==> src/design/dtqp_pkg.sv <==
// ----------------------------------------------------------------------------
// dtqp_pkg
// Shared types and constants of the dpcm table quantizer and packer.
// ----------------------------------------------------------------------------
package dtqp_pkg;

	// parameter defaults
	localparam int MAX_CHANNELS_DEF = 4;
	localparam int TABLE_DEPTH_DEF  = 32;
	localparam int WORD_BITS_DEF    = 16;

	// field and datapath widths
	localparam int VALUE_W       = 16;
	localparam int PRED_W        = 18;
	localparam int DELTA_W       = 20;
	localparam int CODE_BITS_MAX = 5;
	localparam int CFG_IDX_W     = 2;
	localparam int CFG_DATA_W    = 6;

	// predictor saturation limits
	localparam logic signed [PRED_W:0] PRED_MAX = (PRED_W+1)'(131071);
	localparam logic signed [PRED_W:0] PRED_MIN = -(PRED_W+1)'(131072);

	// register reset values
	localparam logic [2:0] CODE_BITS_RST     = 3'd4;
	localparam logic [5:0] TABLE_ENTRIES_RST = 6'd16;

	// configuration register indexes
	localparam logic [CFG_IDX_W-1:0] REG_CODE_BITS     = 2'd0;
	localparam logic [CFG_IDX_W-1:0] REG_TABLE_ENTRIES = 2'd1;

	// item operations
	typedef enum logic [1:0] {
		OP_WRITE  = 2'd0,
		OP_START  = 2'd1,
		OP_ENCODE = 2'd2,
		OP_NONE   = 2'd3
	} op_t;

	// sequencer states
	typedef enum logic [1:0] {
		ST_IDLE,
		ST_SCAN,
		ST_UPDATE
	} state_t;

endpackage

==> src/design/dtqp_ram.sv <==
// ----------------------------------------------------------------------------
// dtqp_ram
// Generic simple dual-port RAM, one write port, one registered read port.
// ----------------------------------------------------------------------------
module dtqp_ram #(
	parameter int WIDTH = 16,
	parameter int DEPTH = 32,
	parameter int ADDR_W = (DEPTH > 1) ? $clog2(DEPTH) : 1
) (
	input  logic              clk,
	input  logic              we,
	input  logic [ADDR_W-1:0] waddr,
	input  logic [WIDTH-1:0]  wdata,
	input  logic              re,
	input  logic [ADDR_W-1:0] raddr,
	output logic [WIDTH-1:0]  rdata
);

	logic [WIDTH-1:0] mem_q [DEPTH];

	// write port
	always_ff @(posedge clk) begin
		if (we) begin
			mem_q[waddr] <= wdata;
		end
	end

	// registered read port
	always_ff @(posedge clk) begin
		if (re) begin
			rdata <= mem_q[raddr];
		end
	end

endmodule

==> src/design/dpcm_table_quantizer_packer.sv <==
// ----------------------------------------------------------------------------
// dpcm_table_quantizer_packer
// DPCM encoder: nearest-entry search over a loaded quantizer table, per-channel
// saturating predictor, LSB-first packing of indices into output words.
// ----------------------------------------------------------------------------
//
//  channel | signals                                          | handshake
//  --------+--------------------------------------------------+-----------------
//  in      | op, channel, entry_index, value, frame_end       | in_valid/in_ready
//  out     | packed_word, last_word                           | out_valid/out_ready
//  cfg     | cfg_index, cfg_data                              | cfg_valid/cfg_ready
//
//  table writes, start items and dropped items leave the block idle.
//  an encode item scans n entries (n = entries searched, up to TABLE_DEPTH):
//  one table RAM read port feeds one abs-difference compare unit per cycle.
//  a word still waiting on the output stalls the update cycle of the next
//  encode that emits; reset clears predictors and packer and resets registers at once.
//  the table itself has no reset and must be written before it is searched.
//
module dpcm_table_quantizer_packer #(
	parameter int MAX_CHANNELS = dtqp_pkg::MAX_CHANNELS_DEF,
	parameter int TABLE_DEPTH  = dtqp_pkg::TABLE_DEPTH_DEF,
	parameter int WORD_BITS    = dtqp_pkg::WORD_BITS_DEF
) (
	input  logic                                clk,
	input  logic                                arst_n,
	// input items
	input  logic                                in_valid,
	output logic                                in_ready,
	input  dtqp_pkg::op_t                       op,
	input  logic [1:0]                          channel,
	input  logic [4:0]                          entry_index,
	input  logic signed [dtqp_pkg::VALUE_W-1:0] value,
	input  logic                                frame_end,
	// result items
	output logic                                out_valid,
	input  logic                                out_ready,
	output logic [WORD_BITS-1:0]                packed_word,
	output logic                                last_word,
	// configuration writes
	input  logic                                cfg_valid,
	output logic                                cfg_ready,
	input  logic [dtqp_pkg::CFG_IDX_W-1:0]      cfg_index,
	input  logic [dtqp_pkg::CFG_DATA_W-1:0]     cfg_data
);

	import dtqp_pkg::*;

	localparam int IDX_W = (TABLE_DEPTH > 1) ? $clog2(TABLE_DEPTH) : 1;
	localparam int CNT_W = $clog2(TABLE_DEPTH + 1);
	localparam int CH_W  = (MAX_CHANNELS > 1) ? $clog2(MAX_CHANNELS) : 1;
	localparam int POS_W = $clog2(WORD_BITS + CODE_BITS_MAX + 1);

	state_t state_q, state_d;

	// configuration registers
	logic [2:0] code_bits_q;
	logic [5:0] table_entries_q;

	// predictors and packer
	logic signed [PRED_W-1:0] pred_q [MAX_CHANNELS];
	logic [WORD_BITS-1:0]     acc_q;
	logic [POS_W-1:0]         pos_q;

	// per-item working registers
	logic [CH_W-1:0]           ch_q;
	logic signed [DELTA_W-1:0] delta_q;
	logic                      fend_q;
	logic [CNT_W-1:0]          n_q;
	logic [CNT_W-1:0]          addr_q;
	logic                      cmp_v_s1;
	logic [CNT_W-1:0]          cmp_idx_s1;
	logic [IDX_W-1:0]          best_q;
	logic [DELTA_W-1:0]        bestd_q;
	logic signed [VALUE_W-1:0] bestv_q;

	// output register
	logic                 out_valid_q;
	logic [WORD_BITS-1:0] word_q;
	logic                 last_q;

	// combinational signals
	logic                      in_fire, ch_ok, ent_ok;
	logic [CNT_W-1:0]          n_d;
	logic [2:0]                bits;
	logic [CODE_BITS_MAX-1:0]  code;
	logic [POS_W-1:0]          new_pos;
	logic [WORD_BITS-1:0]      new_acc;
	logic                      emit, out_free, upd_done;
	logic                      ram_we, ram_re;
	logic [VALUE_W-1:0]        ram_rdata;
	logic signed [DELTA_W-1:0] diff;
	logic [DELTA_W-1:0]        abs_diff;
	logic                      scan_last;
	logic signed [PRED_W:0]    psum;
	logic signed [PRED_W-1:0]  psat;

	assign cfg_ready   = 1'b1;
	assign in_ready    = (state_q == ST_IDLE);
	assign in_fire     = in_valid && in_ready;
	assign ch_ok       = (int'(channel) < MAX_CHANNELS);
	assign ent_ok      = (int'(entry_index) < TABLE_DEPTH);
	assign out_free    = !out_valid_q || out_ready;
	assign out_valid   = out_valid_q;
	assign packed_word = word_q;
	assign last_word   = last_q;

	// effective table size and code width
	always_comb begin
		if (table_entries_q == '0) begin
			n_d = CNT_W'(1);
		end else if (int'(table_entries_q) > TABLE_DEPTH) begin
			n_d = CNT_W'(TABLE_DEPTH);
		end else begin
			n_d = CNT_W'(table_entries_q);
		end
		if (code_bits_q == 3'd0) begin
			bits = 3'd1;
		end else if (int'(code_bits_q) > CODE_BITS_MAX) begin
			bits = 3'(CODE_BITS_MAX);
		end else begin
			bits = code_bits_q;
		end
	end

	// quantizer table
	assign ram_we = in_fire && (op == OP_WRITE) && ent_ok;
	assign ram_re = (state_q == ST_SCAN) && (addr_q != n_q);

	dtqp_ram #(
		.WIDTH (VALUE_W),
		.DEPTH (TABLE_DEPTH)
	) u_table_ram (
		.clk   (clk),
		.we    (ram_we),
		.waddr (IDX_W'(entry_index)),
		.wdata (value),
		.re    (ram_re),
		.raddr (addr_q[IDX_W-1:0]),
		.rdata (ram_rdata)
	);

	// shared distance unit
	assign diff = DELTA_W'($signed(ram_rdata)) - delta_q;
	assign abs_diff = diff[DELTA_W-1] ? DELTA_W'(-diff) : DELTA_W'(diff);
	assign scan_last = cmp_v_s1 && (cmp_idx_s1 == n_q - CNT_W'(1));

	// predictor update with saturation
	always_comb begin
		psum = (PRED_W+1)'(pred_q[ch_q]) + (PRED_W+1)'(bestv_q);
		if (psum > PRED_MAX) begin
			psat = PRED_W'(PRED_MAX);
		end else if (psum < PRED_MIN) begin
			psat = PRED_W'(PRED_MIN);
		end else begin
			psat = PRED_W'(psum);
		end
	end

	// packer
	always_comb begin
		code    = CODE_BITS_MAX'(best_q) & ~({CODE_BITS_MAX{1'b1}} << bits);
		new_acc = acc_q | (WORD_BITS'(code) << pos_q);
		new_pos = pos_q + POS_W'(bits);
		emit    = ((int'(new_pos) + int'(bits)) > WORD_BITS) || fend_q;
	end

	// next state
	always_comb begin
		state_d  = state_q;
		upd_done = 1'b0;
		unique case (state_q)
			ST_IDLE: begin
				if (in_fire && (op == OP_ENCODE) && ch_ok) begin
					state_d = ST_SCAN;
				end
			end
			ST_SCAN: begin
				if (scan_last) begin
					state_d = ST_UPDATE;
				end
			end
			ST_UPDATE: begin
				if (!emit || out_free) begin
					upd_done = 1'b1;
					state_d  = ST_IDLE;
				end
			end
			default: state_d = ST_IDLE;
		endcase
	end

	always_ff @(posedge clk or negedge arst_n) begin
		if (!arst_n) begin
			state_q <= ST_IDLE;
		end else begin
			state_q <= state_d;
		end
	end

	// configuration registers
	always_ff @(posedge clk or negedge arst_n) begin
		if (!arst_n) begin
			code_bits_q     <= CODE_BITS_RST;
			table_entries_q <= TABLE_ENTRIES_RST;
		end else if (cfg_valid && cfg_ready) begin
			if (cfg_index == REG_CODE_BITS) begin
				code_bits_q <= cfg_data[2:0];
			end else if (cfg_index == REG_TABLE_ENTRIES) begin
				table_entries_q <= cfg_data;
			end
		end
	end

	// predictors and packer state
	always_ff @(posedge clk or negedge arst_n) begin
		if (!arst_n) begin
			for (int i = 0; i < MAX_CHANNELS; i++) begin
				pred_q[i] <= '0;
			end
			acc_q <= '0;
			pos_q <= '0;
		end else if (in_fire && (op == OP_START) && ch_ok) begin
			pred_q[CH_W'(channel)] <= PRED_W'(value);
		end else if (upd_done) begin
			pred_q[ch_q] <= psat;
			if (emit) begin
				acc_q <= '0;
				pos_q <= '0;
			end else begin
				acc_q <= new_acc;
				pos_q <= new_pos;
			end
		end
	end

	// scan sequencer control
	always_ff @(posedge clk or negedge arst_n) begin
		if (!arst_n) begin
			addr_q   <= '0;
			cmp_v_s1 <= 1'b0;
		end else if (in_fire) begin
			addr_q   <= '0;
			cmp_v_s1 <= 1'b0;
		end else if (state_q == ST_SCAN) begin
			cmp_v_s1 <= ram_re;
			if (ram_re) begin
				addr_q <= addr_q + CNT_W'(1);
			end
		end else begin
			cmp_v_s1 <= 1'b0;
		end
	end

	// item capture and best-entry tracking
	always_ff @(posedge clk) begin
		if (in_fire) begin
			ch_q    <= CH_W'(channel);
			delta_q <= DELTA_W'(value) - DELTA_W'(pred_q[CH_W'(channel)]);
			fend_q  <= frame_end;
			n_q     <= n_d;
		end
		if (state_q == ST_SCAN) begin
			cmp_idx_s1 <= addr_q;
		end
		if (cmp_v_s1 && ((cmp_idx_s1 == '0) || (abs_diff < bestd_q))) begin
			best_q  <= cmp_idx_s1[IDX_W-1:0];
			bestd_q <= abs_diff;
			bestv_q <= $signed(ram_rdata);
		end
	end

	// output register
	always_ff @(posedge clk or negedge arst_n) begin
		if (!arst_n) begin
			out_valid_q <= 1'b0;
		end else if (upd_done && emit) begin
			out_valid_q <= 1'b1;
		end else if (out_ready) begin
			out_valid_q <= 1'b0;
		end
	end

	always_ff @(posedge clk) begin
		if (upd_done && emit) begin
			word_q <= new_acc;
			last_q <= fend_q;
		end
	end

	// checks
	a_pos_below_word: assert property (@(posedge clk) disable iff (!arst_n)
		int'(pos_q) < WORD_BITS)
		else $error("packer bit position reached word width");

	a_emit_clears: assert property (@(posedge clk) disable iff (!arst_n)
		(upd_done && emit) |=> (pos_q == '0) && (acc_q == '0) && out_valid_q)
		else $error("emitted word did not clear packer");

	a_encode_scans: assert property (@(posedge clk) disable iff (!arst_n)
		(in_fire && (op == OP_ENCODE) && ch_ok) |=> (state_q == ST_SCAN) && (addr_q == '0))
		else $error("encode item did not start a scan");

	a_scan_bound: assert property (@(posedge clk) disable iff (!arst_n)
		cmp_v_s1 |-> (cmp_idx_s1 < n_q) && (state_q == ST_SCAN))
		else $error("compare index outside searched entries");

	a_no_overwrite: assert property (@(posedge clk) disable iff (!arst_n)
		(out_valid_q && !out_ready) |=> $stable(word_q) && $stable(last_q))
		else $error("waiting word was overwritten");

endmodule

==> config.mk <==
export PLATFORM = sky130hd
export DESIGN_NAME = dpcm_table_quantizer_packer
export DESIGN_NICKNAME = d
export VERILOG_FILES = /design/src/design/dtqp_pkg.sv /design/src/design/dtqp_ram.sv /design/src/design/dpcm_table_quantizer_packer.sv
export SDC_FILE = /design/constraint.sdc
export NUM_CORES = 1
export LEC_CHECK = 0
export ABC_AREA = 1
export BUFFER_PORTS_ARGS = -buffer_cell sky130_fd_sc_hd__clkbuf_2
export CAP_MARGIN = 20
export CORE_UTILIZATION = 60
export CTS_CLUSTER_SIZE = 10
export DETAILED_ROUTE_END_ITERATION = 7
export PLACE_DENSITY_LB_ADDON = 0.12
export SKIP_LAST_GASP = 1
export SLEW_MARGIN = 40
export SYNTH_ARGS = -nofsm -noshare
export SYNTH_HDL_FRONTEND = slang
export SYNTH_SLANG_ARGS = --single-unit
export TNS_END_PERCENT = 30
==> constraint.sdc <==
create_clock -name clk -period 10.53 [get_ports clk]
set_input_delay 3.159 -clock clk [delete_from_list [all_inputs] [get_ports clk]]
set_output_delay 3.159 -clock clk [all_outputs]
set_load 0.1 [all_outputs]
==> metrics <==
clk root buf=clkbuf_16; FF-to-FF path depth=26; largest area contributor in the netlist=edfxtp_1; wire length of the first global-routing pass=149100 um; Area growth, synth to finish=10.42%; Die ar.=59250 um^2; Post-synth top flop=edfxtp_1; clock skew=0.04385 ns; FFs w/ async S/R, synth=0.1530; Initial Util=0.6072; Routed wire per std cell=22.95 um; deepest clock path buffer count=3; placer congestion estimate=0.9754; Reg2Reg Setup Slack=5.61 ns; synthesized net count=3533; PD cells=337.4 nW/um^2; Total Routed Length=98370 um; initial antenna violation count=1; Cell Rows=88; Mean Syn Cell Area=10.27 um^2; final setup vio count=0; top-count cell post-synth=edfxtp_1; Post-CTS Setup Repair Bufs=0; DRT iter0 DRCs=3015; Synth top area share=0.5324; Max Freq=0.1730 GHz; Final Hold Viols=0; hold depth=0; drt pass-1 iters=7; WHS Endpoint=n_q[5]$_SDFFCE_PP0P_; Worst setup EP type=flip-flop; Fillers=4397; post-CTS sizing=0; Synth Cell Area=34970 um^2; placed cells=4156; Buffers on Ports=57; DPL Wire Length=64350 um; Hold Crit Start=table_entries_q[5]$_DFFE_PN0P_; FF+latch count, synth=732; Clock transition at path regs=0.06 ns; VDD IR max=0.0004204 V; largest net degree at the start of global routing=113; CP Max Fanout=10; CTS Hold Bufs=0; data required time of the critical path=10.90 ns; total grt overflow=0; Overall Global Routing Usage=0.3333; routed vias=26260; worst skew pair latency=0.65 ns; post-route minimum period=5.781 ns; WS Path Type=in2reg; Inserted Clock Buffers=84; Clock Sinks=732; Arrival @ worst endpoint=6.15 ns; Synth Instances=3406; sequential fraction of the synthesis area=0.6127; I/O pins=59; vias in the first global route=25490; status=finished clean; slew margin rel.=0.4459; Final period util=0.5490; worst hold path class=reg2reg; fraction of layout cells with a size suffix above 1=0.09801; Finished Layout Cells=4286; Setup TNS=0 ns; max-slew violation count=0; Slew @ Worst Pin=0.8247 ns; die height=243.4 um; nets@finish=3605; # H-tree levels=3; CP startpoint kind=input port; synth unique cells=56; Vias/cell=6.127; Max-Cap Viols=0; RSZ-0062 raised after global routing=no; DR DRC count=0; Area contributors post-synth=edfxtp_1 53%, dfrtp_1 7.9%, nand2_1 6.2%, nor2_1 5.0%, o21ai_0 4.7%; core footprint=57590 um^2; DRT antenna net count=0; reg2reg end=bestv_q[11]$_DFFE_PP_; CTS tree=done; Static Leak=0.01502 uW; die span in x=243.4 um; Synth warnings=0; Post-synth EDFFs=620; worst reg2reg path startpoint=u_table_ram.rdata[0]$_DFFE_PP_; commonest cells in the netlist=620 x edfxtp_1, 574 x nand2_1, 468 x nor2_1
layout make-up:
cell class                      count  area, um^2  share of cell area
Clock inverter                     11       188.9            0.004893
Antenna cell                        1       2.502          0.00006481
Sequential cell                   732       21430              0.5551
Clock buffer                      117        2226             0.05765
Timing Repair Buffer              126       857.1             0.02220
Multi-Input combinational cell   2213       11730              0.3039
Tap cell                          765       957.2             0.02479
Inverter                          321        1214             0.03143
stage by stage:
stage / area [um^2] / setup WS [ns] / utilization / power, uW / hold slack, ns
global placement: 36110 / 4.095 / 0.6271 / 10150 / 0.4415
CTS: 38560 / 4.640 / 0.6697 / 12960 / 0.4721
detailed placement: 36150 / 4.018 / 0.6277 / 10340 / 0.4591
finish: 38610 / 4.749 / 0.6705 / 13030 / 0.4768
global route: 38610 / 4.499 / 0.6705 / 13860 / 0.4859
floorplan: 34970 / 4.832 / - / 8454 / 0.4264
critical path, cell delays in order:
cell and delay (ns):
clkbuf_2 0.13, nand2_1 0.33, clkinv_1 0.38, a221oi_1 0.43, ha_1 0.25, nand2_1 0.07, o21ai_0 0.28, nand2_1 0.09
nand2_1 0.08, a21oi_1 0.11, o21ai_0 0.38, a21boi_0 0.24, nor2_1 0.15, o22ai_1 0.08
metal layers:
layer	GRT usage	up-vias	part of all wire
met5	0	-	0
met3	0.05805	212	0.074
met1	0.4444	12830	0.40
li1	-	12070	-
met4	0.1243	0	0.038
met2	0.5490	1154	0.48
kinds of logic after synthesis:
logic type / count (synthesis) / synth area share
AO/OA/AOI/OAI: 733 / 0.1243
XOR/XNOR: 50 / 0.01274
adder cells (fa/ha/maj): 88 / 0.03256
other: 1 / 0.0001072
flip-flops: 732 / 0.6127
buffers and inverters: 461 / 0.05260
AND/OR/NAND/NOR: 1341 / 0.1650
sequential cells by signal, indices dropped and copies added (netlist names), 6 cells and up:
| signal | flops |
|---|---|
| u_table_ram.mem_q | 512 |
| bestd_q | 20 |
| u_table_ram.rdata | 16 |
| bestv_q | 16 |
| cmp_idx_s1 | 6 |
| pred_q | 72 |
| addr_q | 6 |
| packed_word | 16 |
| acc_q | 16 |
| table_entries_q | 6 |
| delta_q | 19 |
| n_q | 6 |
worst max path at each step:
stage,start,to,slack [ns],depth (start not counted)
after floorplan,channel[0],delta_q[12]$_DFFE_PP_,4.83,17
after global placement,channel[0],delta_q[18]$_DFFE_PP_,4.10,13
after detailed placement,channel[1],delta_q[18]$_DFFE_PP_,4.02,13
after CTS,channel[1],delta_q[18]$_DFFE_PP_,4.64,13
after global routing,channel[1],delta_q[18]$_DFFE_PP_,4.50,14
final,channel[1],delta_q[18]$_DFFE_PP_,4.75,14
report_power, final:
group / internal, uW / leakage [uW] / switching (uW)
Sequential: 3730 / 0.00703 / 331
Clock: 1470 / 0.00115 / 1130
Combinational: 1880 / 0.00684 / 4480
Total: 7080 / 0.0150 / 5950
layout by cell type (no fill, tap or decap), drive strengths merged, types with 30 or more instances in the layout:
| master | netlist | routed |
|---|---|---|
| o22ai | 104 | 104 |
| o221ai | 60 | 60 |
| dfrtp | 110 | 110 |
| o211ai | 30 | 30 |
| nand4 | 44 | 44 |
| ha | 83 | 83 |
| nand3 | 161 | 161 |
| edfxtp | 620 | 620 |
| nand2 | 620 | 620 |
| nor2 | 481 | 481 |
| buf | 37 | 70 |
| xor2 | 37 | 37 |
| clkbuf | 103 | 173 |
| inv | 312 | 313 |
| a21oi | 145 | 145 |
| o21ai | 335 | 335 |
Note: power is estimated with default switching activity, not from simulation.
